**config.mk**
```make
export PLATFORM = sky130hd
export DESIGN_NAME = matrix3_op_unit
export DESIGN_NICKNAME = d
export VERILOG_FILES = /design/src/hdl/m3op_pkg.sv /design/src/hdl/matrix3_op_unit.sv /design/src/hdl/m3op_ctrl.sv /design/src/hdl/m3op_dpath.sv
export SDC_FILE = /design/constraint.sdc
export NUM_CORES = 2
export LEC_CHECK = 0
export BUFFER_PORTS_ARGS = -buffer_cell sky130_fd_sc_hd__clkbuf_2
export CAP_MARGIN = 5
export CORE_MARGIN = 2
export CORE_UTILIZATION = 45
export CTS_BUF_LIST = sky130_fd_sc_hd__clkbuf_8
export DETAILED_ROUTE_END_ITERATION = 10
export PLACE_DENSITY_LB_ADDON = 0.15
export SETUP_SLACK_MARGIN = 0.2
export SYNTH_ARGS = -nofsm -noshare
export SYNTH_HDL_FRONTEND = slang
export SYNTH_SLANG_ARGS = --single-unit
```
**constraint.sdc**
```tcl
create_clock -name clk -period 14.35 [get_ports clk]
set_input_delay 2.87 -clock clk [delete_from_list [all_inputs] [get_ports clk]]
set_output_delay 2.87 -clock clk [all_outputs]
set_load 0.02 [all_outputs]
```
**src/hdl/m3op_pkg.sv**
```systemverilog
// Shared types, codes and helpers for the 3x3 matrix operation unit.
// No dependencies; imported by the controller, the datapath and the top level.
`timescale 1ns / 1ps

package m3op_pkg;

  localparam int ELEM_WIDTH_DEF = 16;
  localparam int VALUE_WIDTH    = 49;
  localparam int NUM_ELEMS      = 9;
  localparam int ADDR_WIDTH     = 4;

  localparam logic [2:0] CMD_LOAD = 3'd0;
  localparam logic [2:0] CMD_MUL  = 3'd1;
  localparam logic [2:0] CMD_ADD  = 3'd2;
  localparam logic [2:0] CMD_SUB  = 3'd3;
  localparam logic [2:0] CMD_DET  = 3'd4;
  localparam logic [2:0] CMD_TRN  = 3'd5;

  localparam logic [1:0] IDX_LAST = 2'd2;
  localparam logic [1:0] IDX_BAD  = 2'd3;

  typedef enum logic [1:0] {
    ST_IDLE,
    ST_CALC,
    ST_EMIT
  } ctl_state_t;

  typedef enum logic [3:0] {
    DP_NOP,
    DP_HOLD,
    DP_PROD,
    DP_MINOR,
    DP_DMAC,
    DP_MAC,
    DP_ADD,
    DP_SUB,
    DP_COPY,
    DP_EMIT
  } dp_op_t;

  typedef struct packed {
    dp_op_t                op;
    logic                  sel;
    logic [ADDR_WIDTH-1:0] addr_a;
    logic [ADDR_WIDTH-1:0] addr_b;
    logic                  first;
    logic                  neg;
    logic                  wr_en;
    logic                  wr_mat;
    logic [ADDR_WIDTH-1:0] wr_addr;
    logic                  out_src;
    logic [1:0]            out_row;
    logic [1:0]            out_col;
    logic                  out_last;
  } dp_cmd_t;

  // Row-major position of an element: row * 3 + col.
  function automatic logic [ADDR_WIDTH-1:0] elem_addr(input logic [1:0] row,
                                                      input logic [1:0] col);
    return {1'b0, row, 1'b0} + {2'b00, row} + {2'b00, col};
  endfunction

  // Element read at each step of one cofactor term: the two products of the
  // minor (p, q and s, t) and then the first-row coefficient.
  function automatic logic [ADDR_WIDTH-1:0] det_addr(input logic [1:0] term,
                                                     input logic [2:0] sub);
    logic [ADDR_WIDTH-1:0] a;
    a = '0;
    case (term)
      2'd0: begin
        case (sub)
          3'd0: a = 4'd4;
          3'd1: a = 4'd8;
          3'd2: a = 4'd7;
          3'd3: a = 4'd5;
          default: a = 4'd0;
        endcase
      end
      2'd1: begin
        case (sub)
          3'd0: a = 4'd3;
          3'd1: a = 4'd8;
          3'd2: a = 4'd5;
          3'd3: a = 4'd6;
          default: a = 4'd1;
        endcase
      end
      default: begin
        case (sub)
          3'd0: a = 4'd3;
          3'd1: a = 4'd7;
          3'd2: a = 4'd4;
          3'd3: a = 4'd6;
          default: a = 4'd2;
        endcase
      end
    endcase
    return a;
  endfunction

endpackage

```
**src/hdl/matrix3_op_unit.sv**
```systemverilog
// Top level of the 3x3 matrix operation unit: stream ports around the
// sequencer and the datapath. Depends on m3op_pkg, m3op_ctrl, m3op_dpath.
//
//   channel | direction | carries
//   s_*     | in        | load item or operation command
//   m_*     | out       | result element or determinant, run end on tlast
//
// A load is written into its matrix when it is accepted. An operation is
// accepted, then each result is calculated and moved into the output register.
// The calculation time of each operation follows from one shared multiplier
// and one read port per matrix.
// Reset clears both matrices to zero and empties the output register.
// A stalled result transfer holds the sequencer; no new item is taken mid-run.
`timescale 1ns / 1ps

module matrix3_op_unit
  import m3op_pkg::*;
#(
  parameter int ELEM_WIDTH = ELEM_WIDTH_DEF
) (
  input  logic        clk,
  input  logic        rst,
  input  logic        s_tvalid,
  output logic        s_tready,
  input  logic [23:0] s_tdata,   // row_index[1:0], col_index[3:2], elem_value[19:4]
  input  logic [3:0]  s_tuser,   // cmd[2:0], which_matrix[3]
  output logic        m_tvalid,
  input  logic        m_tready,
  output logic [55:0] m_tdata,   // out_row[1:0], out_col[3:2], out_value[52:4]
  output logic [0:0]  m_tuser,   // source_matrix[0]
  output logic        m_tlast
);

  dp_cmd_t                       cmd;
  logic                          out_free;
  logic                          out_src;
  logic [1:0]                    out_row;
  logic [1:0]                    out_col;
  logic signed [VALUE_WIDTH-1:0] out_value;

  m3op_ctrl u_ctrl (
    .clk      (clk),
    .rst      (rst),
    .s_tvalid (s_tvalid),
    .s_tready (s_tready),
    .in_cmd   (s_tuser[2:0]),
    .in_which (s_tuser[3]),
    .in_row   (s_tdata[1:0]),
    .in_col   (s_tdata[3:2]),
    .out_free (out_free),
    .cmd      (cmd)
  );

  m3op_dpath #(
    .ELEM_WIDTH (ELEM_WIDTH)
  ) u_dpath (
    .clk        (clk),
    .rst        (rst),
    .cmd        (cmd),
    .elem_value (s_tdata[19:4]),
    .out_free   (out_free),
    .m_tvalid   (m_tvalid),
    .m_tready   (m_tready),
    .out_src    (out_src),
    .out_row    (out_row),
    .out_col    (out_col),
    .out_value  (out_value),
    .out_last   (m_tlast)
  );

  assign m_tdata = {3'b000, out_value, out_col, out_row};
  assign m_tuser = out_src;

endmodule

```
**src/hdl/m3op_ctrl.sv**
```systemverilog
// Sequencer of the 3x3 matrix operation unit: walks result elements and
// micro-steps, and issues datapath commands. Depends on m3op_pkg.
`timescale 1ns / 1ps

module m3op_ctrl
  import m3op_pkg::*;
(
  input  logic       clk,
  input  logic       rst,
  input  logic       s_tvalid,
  output logic       s_tready,
  input  logic [2:0] in_cmd,
  input  logic       in_which,
  input  logic [1:0] in_row,
  input  logic [1:0] in_col,
  input  logic       out_free,
  output dp_cmd_t    cmd
);

  ctl_state_t state, state_next;
  logic [2:0] op, op_next;
  logic [1:0] row, row_next;
  logic [1:0] col, col_next;
  logic       mat, mat_next;
  logic [2:0] sub, sub_next;
  logic [1:0] term, term_next;

  logic is_op;
  logic calc_done;
  logic run_last;
  logic corner;

  assign is_op  = (in_cmd >= CMD_MUL) && (in_cmd <= CMD_TRN);
  assign corner = (row == IDX_LAST) && (col == IDX_LAST);

  always_comb begin
    case (op)
      CMD_MUL: calc_done = (sub == 3'd2);
      CMD_DET: calc_done = (sub == 3'd4) && (term == 2'd2);
      default: calc_done = 1'b1;
    endcase
  end

  always_comb begin
    case (op)
      CMD_DET: run_last = mat;
      CMD_TRN: run_last = mat && corner;
      default: run_last = corner;
    endcase
  end

  always_ff @(posedge clk) begin
    if (rst) begin
      state <= ST_IDLE;
      op    <= CMD_LOAD;
      row   <= '0;
      col   <= '0;
      mat   <= 1'b0;
      sub   <= '0;
      term  <= '0;
    end else begin
      state <= state_next;
      op    <= op_next;
      row   <= row_next;
      col   <= col_next;
      mat   <= mat_next;
      sub   <= sub_next;
      term  <= term_next;
    end
  end

  always_comb begin
    state_next = state;
    op_next    = op;
    row_next   = row;
    col_next   = col;
    mat_next   = mat;
    sub_next   = sub;
    term_next  = term;
    unique case (state)
      ST_IDLE: begin
        if (s_tvalid && is_op) begin
          state_next = ST_CALC;
          op_next    = in_cmd;
          row_next   = '0;
          col_next   = '0;
          mat_next   = 1'b0;
          sub_next   = '0;
          term_next  = '0;
        end
      end
      ST_CALC: begin
        if (calc_done) begin
          state_next = ST_EMIT;
          sub_next   = '0;
          term_next  = '0;
        end else if ((op == CMD_DET) && (sub == 3'd4)) begin
          sub_next  = '0;
          term_next = term + 2'd1;
        end else begin
          sub_next = sub + 3'd1;
        end
      end
      ST_EMIT: begin
        if (out_free) begin
          if (run_last) begin
            state_next = ST_IDLE;
          end else begin
            state_next = ST_CALC;
            if (op == CMD_DET) begin
              mat_next = 1'b1;
            end else if (col == IDX_LAST) begin
              col_next = '0;
              if (row == IDX_LAST) begin
                row_next = '0;
                mat_next = 1'b1;
              end else begin
                row_next = row + 2'd1;
              end
            end else begin
              col_next = col + 2'd1;
            end
          end
        end
      end
      default: state_next = ST_IDLE;
    endcase
  end

  always_comb begin
    cmd      = '0;
    cmd.op   = DP_NOP;
    s_tready = 1'b0;
    unique case (state)
      ST_IDLE: begin
        // No transfer is taken while reset is held.
        s_tready    = !rst;
        cmd.wr_en   = s_tvalid && (in_cmd == CMD_LOAD) &&
                      (in_row != IDX_BAD) && (in_col != IDX_BAD);
        cmd.wr_mat  = in_which;
        cmd.wr_addr = elem_addr(in_row, in_col);
      end
      ST_CALC: begin
        unique case (op)
          CMD_MUL: begin
            cmd.op     = DP_MAC;
            cmd.addr_a = elem_addr(row, sub[1:0]);
            cmd.addr_b = elem_addr(sub[1:0], col);
            cmd.first  = (sub == 3'd0);
          end
          CMD_ADD, CMD_SUB: begin
            cmd.op     = (op == CMD_ADD) ? DP_ADD : DP_SUB;
            cmd.addr_a = elem_addr(row, col);
            cmd.addr_b = elem_addr(row, col);
          end
          CMD_TRN: begin
            cmd.op     = DP_COPY;
            cmd.sel    = mat;
            cmd.addr_a = elem_addr(col, row);
            cmd.addr_b = elem_addr(col, row);
          end
          CMD_DET: begin
            cmd.sel    = mat;
            cmd.addr_a = det_addr(term, sub);
            cmd.addr_b = det_addr(term, sub);
            cmd.first  = (term == 2'd0);
            cmd.neg    = (term == 2'd1);
            case (sub)
              3'd0, 3'd2: cmd.op = DP_HOLD;
              3'd1:       cmd.op = DP_PROD;
              3'd3:       cmd.op = DP_MINOR;
              default:    cmd.op = DP_DMAC;
            endcase
          end
          default: cmd.op = DP_NOP;
        endcase
      end
      ST_EMIT: begin
        cmd.op       = out_free ? DP_EMIT : DP_NOP;
        cmd.out_src  = ((op == CMD_DET) || (op == CMD_TRN)) ? mat : 1'b0;
        cmd.out_row  = (op == CMD_DET) ? 2'd0 : row;
        cmd.out_col  = (op == CMD_DET) ? 2'd0 : col;
        cmd.out_last = run_last;
      end
      default: cmd.op = DP_NOP;
    endcase
  end

`ifndef SYNTHESIS
  a_emit_needs_slot: assert property (@(posedge clk) disable iff (rst)
    (cmd.op == DP_EMIT) |-> out_free)
    else $error("result transfer issued while the output register is occupied");

  a_op_starts_calc: assert property (@(posedge clk) disable iff (rst)
    (state == ST_IDLE && s_tvalid && is_op) |=> (state == ST_CALC))
    else $error("accepted operation did not start a calculation");

  a_last_returns_idle: assert property (@(posedge clk) disable iff (rst)
    (cmd.op == DP_EMIT && cmd.out_last) |=> (state == ST_IDLE))
    else $error("run did not end after its final result");

  a_det_step_range: assert property (@(posedge clk) disable iff (rst)
    (state == ST_CALC && op == CMD_DET) |-> (sub <= 3'd4 && term <= 2'd2))
    else $error("determinant sequencer out of range");
`endif

endmodule

```
**src/hdl/m3op_dpath.sv**
```systemverilog
// Datapath of the 3x3 matrix operation unit: element registers, one shared
// multiplier, accumulator and output register. Depends on m3op_pkg.
`timescale 1ns / 1ps

module m3op_dpath
  import m3op_pkg::*;
#(
  parameter int ELEM_WIDTH = ELEM_WIDTH_DEF
) (
  input  logic                          clk,
  input  logic                          rst,
  input  dp_cmd_t                       cmd,
  input  logic [15:0]                   elem_value,
  output logic                          out_free,
  output logic                          m_tvalid,
  input  logic                          m_tready,
  output logic                          out_src,
  output logic [1:0]                    out_row,
  output logic [1:0]                    out_col,
  output logic signed [VALUE_WIDTH-1:0] out_value,
  output logic                          out_last
);

  localparam int YW = 2 * ELEM_WIDTH + 1;
  localparam int MW = 3 * ELEM_WIDTH + 1;

  logic signed [ELEM_WIDTH-1:0]   mat_a [NUM_ELEMS];
  logic signed [ELEM_WIDTH-1:0]   mat_b [NUM_ELEMS];
  logic signed [ELEM_WIDTH-1:0]   rd_a, rd_b, x;
  logic signed [YW-1:0]           y;
  logic signed [MW-1:0]           mul;
  logic signed [ELEM_WIDTH-1:0]   hold;
  logic signed [2*ELEM_WIDTH-1:0] prod;
  logic signed [YW-1:0]           minor;
  logic signed [VALUE_WIDTH-1:0]  acc, acc_base, addend;

  always_ff @(posedge clk) begin
    if (rst) begin
      for (int i = 0; i < NUM_ELEMS; i++) begin
        mat_a[i] <= '0;
        mat_b[i] <= '0;
      end
    end else if (cmd.wr_en) begin
      if (cmd.wr_mat) begin
        mat_b[cmd.wr_addr] <= elem_value[ELEM_WIDTH-1:0];
      end else begin
        mat_a[cmd.wr_addr] <= elem_value[ELEM_WIDTH-1:0];
      end
    end
  end

  assign rd_a = mat_a[cmd.addr_a];
  assign rd_b = mat_b[cmd.addr_b];
  assign x    = cmd.sel ? rd_b : rd_a;

  always_comb begin
    case (cmd.op)
      DP_PROD, DP_MINOR: y = YW'(hold);
      DP_DMAC:           y = minor;
      DP_MAC:            y = YW'(rd_b);
      default:           y = '0;
    endcase
  end

  assign mul      = MW'(x) * MW'(y);
  assign acc_base = cmd.first ? '0 : acc;
  assign addend   = VALUE_WIDTH'(mul);

  always_ff @(posedge clk) begin
    case (cmd.op)
      DP_HOLD:  hold  <= x;
      DP_PROD:  prod  <= (2 * ELEM_WIDTH)'(mul);
      DP_MINOR: minor <= YW'(prod) - YW'(mul);
      DP_DMAC, DP_MAC: begin
        acc <= cmd.neg ? (acc_base - addend) : (acc_base + addend);
      end
      DP_ADD:   acc <= VALUE_WIDTH'(rd_a) + VALUE_WIDTH'(rd_b);
      DP_SUB:   acc <= VALUE_WIDTH'(rd_a) - VALUE_WIDTH'(rd_b);
      DP_COPY:  acc <= VALUE_WIDTH'(x);
      default: ;
    endcase
  end

  // The output register frees up in the same cycle as its transfer completes.
  assign out_free = !m_tvalid || m_tready;

  always_ff @(posedge clk) begin
    if (rst) begin
      m_tvalid <= 1'b0;
    end else if (cmd.op == DP_EMIT) begin
      m_tvalid <= 1'b1;
    end else if (m_tready) begin
      m_tvalid <= 1'b0;
    end
  end

  always_ff @(posedge clk) begin
    if (cmd.op == DP_EMIT) begin
      out_src   <= cmd.out_src;
      out_row   <= cmd.out_row;
      out_col   <= cmd.out_col;
      out_value <= acc;
      out_last  <= cmd.out_last;
    end
  end

endmodule

```
**Yosys cells after proc, flatten, opt, wreduce, memory -nomap -nowiden**

Memories as Yosys holds them, arrays and structs flattened.
Cells that the tools add are included.
Widths: inputs -> output; s select.

- Add/sub/neg operators: 18
- Multiply operators: 1
- Div/mod/pow operators: 0
- $lt $le $gt $ge: 2
- Eq/ne operators: 35
- Shift operators: 0
- Multiplexer cells: 72
- Bitwise gates (word level): 1
- Reductions and logical operators: 37

Operators with widths:

| cell | count |
|---|---|
| $pmux 49 s4 | 1 |
| $pmux 33 s3 | 1 |
| $mux 49 | 2 |
| $add 49x49->49 | 1 |
| $mul 16x33->49 | 1 |
| $sub 49x49->49 | 1 |
| $mux 16 | 3 |
| $pmux 4 s4 | 3 |
| $sub 32x33->33 | 1 |
| $pmux 8 s4 | 1 |
| $reduce_or 16->1 | 2 |
| $mux 2 | 15 |
| $mux 1 | 25 |
| $add 4x2->4 | 5 |
| $add 16x16->17 | 1 |
| $sub 16x16->17 | 1 |
| $add 3x2->4 | 4 |
| $eq 4x3->1 const B | 4 |
| $pmux 4 s2 | 2 |
| $eq 3x2->1 const B | 4 |
| $mux 4 | 3 |
| $pmux 2 s2 | 3 |
| $pmux 3 s4 | 1 |
| $reduce_and 6->1 | 2 |
| 33 further kinds | 79 |

- Register bits after elaboration: 201
- Latch bits: 0
- Bits in writable memories: 288
- Memory bits (read-only): 0
- Input port bits: 32
- Output and inout port bits: 60
- Logic and storage cells: 185
- Memories: 2

Memory list:

| memory | words | width | rd ports | clocked after memory_dff | write ports | line | text |
|---|---|---|---|---|---|---|---|
| u_dpath.mat_a | 9 | 16 | 1 | 0 | 9 | m3op_dpath.sv:27 | `logic signed [ELEM_WIDTH-1:0] mat_a [NUM_ELEMS];` |
| u_dpath.mat_b | 9 | 16 | 1 | 0 | 9 | m3op_dpath.sv:28 | `logic signed [ELEM_WIDTH-1:0] mat_b [NUM_ELEMS];` |

**Depth between registers and ports, before layout**

- Depth in word-level cells: 12
- Depth in mapped cells: 62
- Mapped depth without buffers: 55

**By module**

Synthesis repeated with hierarchy kept, for this count alone.

- Cells, all modules: 4994
- Area, all modules: 55539.5 um2

Modules (own cells, without submodules):

| module | instances | cells an instance | area each (um2) | sequential area each (um2) |
|---|---|---|---|---|
| m3op_dpath | 1 | 4743 | 53551.4 | 20950.1 |
| m3op_ctrl | 1 | 247 | 1961.9 | 300.3 |
| matrix3_op_unit | 1 | 4 | 26.3 | 0.0 |

**Worst setup path before layout**

Ideal clock, no wire load.

- Path type: input-to-reg
- From: input port m_tready
- To: register u_dpath.acc[48] (data pin)
- Setup time: 0.277 ns
- Arrival: 13.200 ns
- Required time: 14.073 ns
- Slack: 0.873 ns
- Stages on the path: 48
- Path buffers: 4
- Path through: nand2b_1 > nand2_1 > a21boi_0 > clkbuf_1 > or3_1 > nor2_1 > clkbuf_1 > a21o_1 > buf_2 > nand2_1 > fa_1 > inv_1 > fa_1 > inv_1 > fa_1 > inv_1 > fa_1 > fa_1 > [12 not listed] > a2111oi_4 > nand3_1 > nand2_1 > xnor2_1 > ha_1 > clkbuf_1 > a21o_1 > a21o_1 > a21oi_1 > nor2b_1 > o21ai_0 > nand2b_1 > or4_1 > o221ai_1 > xnor2_1 > a22o_1 > a21oi_1 > o2111ai_1

- Longest elaborated chain between the ends: 10
- Elaborated cells between the ends (all ways): 18
- Classes of those cells: add/sub: 2; mul: 1; eq/ne: 7; mux: 5; reduce/logical: 3

Ends and longest elaborated chain:

| item | line | text |
|---|---|---|
| from (decl) | matrix3_op_unit.sv:28 | `input logic m_tready,` |
| $logic_or 1x1->1 * | m3op_dpath.sv:85 | `assign out_free = !m_tvalid \|\| m_tready;` |
| $mux 4 * | m3op_ctrl.sv:179 | `cmd.op = out_free ? DP_EMIT : DP_NOP;` |
| $pmux 4 s2 * | m3op_ctrl.sv:134 | `unique case (state)` |
| $eq 4x2->1 | m3op_dpath.sv:57 | `case (cmd.op)` |
| $reduce_or 2->1 | m3op_dpath.sv:57 |  |
| $pmux 33 s3 * | m3op_dpath.sv:57 |  |
| $mul 16x33->49 * | m3op_dpath.sv:65 | `assign mul = MW'(x) * MW'(y);` |
| net u_dpath.addend[24] | m3op_dpath.sv:35 | `logic signed [VALUE_WIDTH-1:0] acc, acc_base, addend;` |
| $add 49x49->49 / $sub 49x49->49 (equally long branches) | m3op_dpath.sv:75 | `acc <= cmd.neg ? (acc_base - addend) : (acc_base + addend);` |
| $mux 49 * | m3op_dpath.sv:75 |  |
| $pmux 49 s4 * | m3op_dpath.sv:70 | `case (cmd.op)` |
| to (signal assigned) | m3op_dpath.sv:75 |  |
| to (signal assigned) | m3op_dpath.sv:77 | `DP_ADD: acc <= VALUE_WIDTH'(rd_a) + VALUE_WIDTH'(rd_b);` |
| to (signal assigned) | m3op_dpath.sv:78 | `DP_SUB: acc <= VALUE_WIDTH'(rd_a) - VALUE_WIDTH'(rd_b);` |
| to (decl) | m3op_dpath.sv:35 |  |

The timed path passes the listed nets; every way through them passes the cells marked *.
A chain may end at the register's enable or synchronous reset.

**Worst setup path in the final report**

- From: register u_ctrl.row[1]
- To: register u_dpath.acc[48] (data pin)

- Longest elaborated chain between the ends: 10
- Elaborated cells between the ends (all ways): 17
- Classes of those cells: add/sub: 8; mul: 1; mux: 6; memory: 2

Ends and longest elaborated chain:

| item | line | text |
|---|---|---|
| from (decl) | m3op_ctrl.sv:22 | `logic [1:0] row, row_next;` |
| from (signal assigned) | m3op_ctrl.sv:64 | `row <= row_next;` |
| $add 3x2->4 | m3op_pkg.sv:60 | `return {1'b0, row, 1'b0} + {2'b00, row} + {2'b00, col};` |
| $add 4x2->4 | m3op_pkg.sv:60 |  |
| $pmux 8 s4 * | m3op_ctrl.sv:144 | `unique case (op)` |
| $mux 11 * | m3op_ctrl.sv:134 |  |
| $mem_v2 9x16, on equally long branches | n/a |  |
| $pmux 33 s3 / $mux 16 (equally long branches) | m3op_dpath.sv:57, m3op_dpath.sv:54 |  |
| $mul 16x33->49 | m3op_dpath.sv:65 |  |
| $add 49x49->49 / $sub 49x49->49 (equally long branches) | m3op_dpath.sv:75 |  |
| $mux 49 | m3op_dpath.sv:75 |  |
| $pmux 49 s4 * | m3op_dpath.sv:70 |  |

Mark *: on every way between the ends. The rest lies on a longest branch, timed or not.

==> impl_results.md <==
- DRC Markers: 2
- Status: finished with violations
- Max Cap Violations: 0
- Placed Instances: 7382
- GRT overflow: 0
- Worst Setup End Kind: flip-flop
- Layout cells sized above 1: 12.72%
- I/O Pins: 92
- Worst relative slew slack: 24.18%
- Worst-path clk slew: 0.06 ns
- Worst path max stage delay: 0.54 ns
- TritonCTS clock tree: yes
- Min-delay worst type: flip-flop to flip-flop
- Slew Viols, Final: 0
- Synth Warn #: 0
- Synthesized area: 56170 um2
- Slowest CP cell: fa_1
- Antenna violations before repair: 7
- Critical Path Source: u_ctrl.row[1]
- R2R Path Start: u_ctrl.row[1]
- Post-layout net count: 6697
- Adder-cell share of the synthesized area: 24.00%
- Clk Latency, worst-skew pair: 0.85 ns
- Final cell count without fillers: 7632
- Register share of total power: 32.6%
- Post-synth top area cell: edfxtp_1
- Total chip power: 0.007892 W
- Sequential cell area fraction in the yosys report: 37.83%
- Skew final: 0.04146 ns
- Port buffer count: 84
- Final WL: 173600 um
- RSZ-0062 raised after global routing: no
- Post-layout util: 50.97%
- Simple logic cell fraction of the synthesized area: 16.41%
- Die ar.: 127700 um2
- Yosys reg bits: 713
- Period Utilization, post-route: 94.17%
- Total Routing Usage GR: 27.36%
- HPWL after detailed placement: 126700 um
- DR pass1 iterations: 9
- Clock network power share: 23.4%
- Int Pwr: 0.004833 W
- Setup ws final: 0.8369 ns
- Psw: 0.003059 W
- Minimum clock period: 13.51 ns
- Clk buf depth: 3
- Peak VDD IR: 0.1159 mV
- LEAKAGE: 26.43 nW
- Setup crit start kind: flip-flop
- Synth Area in Compound Gates: 11.39%
- Worst Min Path Start: u_dpath.acc[28]
- Largest family of logic cells by synthesized area: adder cells
- Max Clk Rate: 74.00 MHz
- Vias in the first global route: 42.92k
- EDFF count, synth: 697
- Gpl congestion: 0.9221
- Place WS: 0.1340 ns
- Crit path DAT: 14.08 ns
- Async set-or-reset flop fraction in the synthesized netlist: 0%
- Worst-Margin Slew: 1.133 ns
- Core Area: 123800 um2
- Mux share of post-synthesis cell area: 0.8376%
- Chip Width: 357.3 um
- First-pass GRT wire length: 262000 um
- Critical Path RT: 14.92 ns
- Num rows: 129
- Critical path peak fanout: 20
- Share of the synthesized area in the top cell type: 37.26%
- WL per Instance: 22.75 um
- Yosys cell types: 104
- Hold buffer count at cts: 0
- Area grow syn2layout: 12.34%
- Top cell by count, worst path: inv_1
- Sw Ratio: 38.76%
- Comb power frac: 44.0%
- Synth Flop Type: edfxtp_1
- Antenna Nets Post-Route: 0
- Num Clock Sinks: 713
- Synthesized instance count: 5600
- Initial Util: 45.37%
- Synth area leaders: edfxtp_1, fa_1, ha_1, nand2_1, inv_1
- Clk root buf: clkbuf_8
- Via density per instance: 5.545
- Htree depth: 4
- Synth Area in XOR/XNOR: 2.880%
- CP Class: flip-flop to flip-flop
- Final Hold Vio Count: 0
- Syn avg cell area: 10.03 um2
- DIE HEIGHT: 357.3 um
- Pwr Density: 125.1 nW/um2
- Routed via count: 42.32k
- Pin count of the biggest net entering global routing: 60
- Final setup vio count: 0
- DRT iter0 DRCs: 3351
- Setup TNS: 0 ns
- CTS Buf Count: 131
- Failing checks: design-rule violations
-- per-layer routing --
metal	global-route usage, %	up-vias	routed length, um
li1	-	19388	-
met1	35.28	21159	71150
met2	45.90	1473	84410
met3	3.995	295	11040
met4	11.91	2	6985
met5	0	-	13
-- flip-flops by register name, summed over array words and instances (netlist names), 2 cells and up --
name / flops
u_dpath.mat_a: 256
u_ctrl.col: 2
u_ctrl.state: 2
u_dpath.out_row: 2
u_dpath.prod: 32
u_dpath.out_value: 49
u_dpath.mat_b: 256
u_dpath.out_col: 2
u_dpath.minor: 33
u_ctrl.op: 3
u_ctrl.sub: 3
u_ctrl.term: 2
u_dpath.acc: 49
u_ctrl.row: 2
u_dpath.hold: 16
-- final timing paths --
path / endpoint / slack [ns] / cells past startpoint
worst min-delay path: u_dpath.out_value[28] / 0.42 / 0
worst min register to register: u_dpath.out_value[28] / 0.42 / 0
worst max register to register: u_dpath.acc[48] / 0.84 / 58
worst max-delay path: u_dpath.acc[48] / 0.84 / 58
-- stage by stage --
stage	instance area, um2	hold WS [ns]
global placement	60340	0.4242
finish	63100	0.4183
CTS	62740	0.4158
detailed placement	60340	0.4294
floorplan	56180	0.4174
global route	63090	0.4213
-- cells in the final DEF, fill, tap and decap left out, types with 132 or more instances in the layout --
cell type / count
inv_1: 720
edfxtp_1: 697
nand2_1: 691
fa_1: 512
nor2_1: 510
and2_1: 370
buf_4: 319
ha_1: 258
a21oi_1: 250
o21ai_0: 170
clkbuf_8: 132
-- repair_timing --
item | CTS | global route
buffers inserted | 0 | 16
resized for setup | 0 | 46
endpoints found under the setup margin | 0 | 14
-- synth_stat cells (all sizes together) (23+ instances only) --
| master | n |
|---|---|
| a211oi | 35 |
| a21o | 85 |
| a21oi | 285 |
| a221oi | 28 |
| a22o | 33 |
| a22oi | 26 |
| a31oi | 36 |
| and2 | 372 |
| and3 | 27 |
| buf | 108 |
| clkbuf | 160 |
| edfxtp | 697 |
| fa | 512 |
| ha | 258 |
| inv | 688 |
| mux2i | 28 |
| nand2 | 694 |
| nand3 | 103 |
| nor2 | 518 |
| nor2b | 23 |
| nor3 | 130 |
| o211ai | 33 |
| o21a | 33 |
| o21ai | 197 |
| o21bai | 29 |
| or2 | 25 |
| xnor2 | 126 |
| xor2 | 57 |
-- kinds of logic after synthesis --
kind of cell | after synthesis
compound gates | 948
xor+xnor | 183
fa+ha+maj | 770
buf+inv | 956
flops | 713
mux | 41
other cells | 1
simple gates | 1988
-- power groups by stage --
stage                     registers [W]  clock network [W]  logic, W
after floorplan                 0.00259                  0   0.00234
after global placement          0.00261                  0   0.00339
after detailed placement        0.00261                  0   0.00341
after CTS                       0.00257            0.00189   0.00345
after global routing            0.00258            0.00197   0.00383
final                           0.00257            0.00185   0.00347
-- critical path, delay by kind of cell (launching register included) --
kind / cells / cell delay (ns)
xor gates and xnor gates: 3 / 0.48
adders and majority gates: 10 / 4.45
DFF: 1 / 0.43
buffers and inverters: 15 / 2.06
AOI/OAI and AO/OA: 18 / 4.02
and+or+nand+nor: 12 / 1.78
-- cell type report --
cell class | instances | area [um2]
sequential | 713 | 21250
tap | 1637 | 2048
timing repair buffer | 427 | 3282
clock inverter | 98 | 591.8
multi-input combinational | 3934 | 31520
fill | 11344 | 60700
inverter | 688 | 2582
clock buffer | 132 | 1817
antenna | 3 | 7.507
No activity file was read; power rests on OpenSTA's default activity.
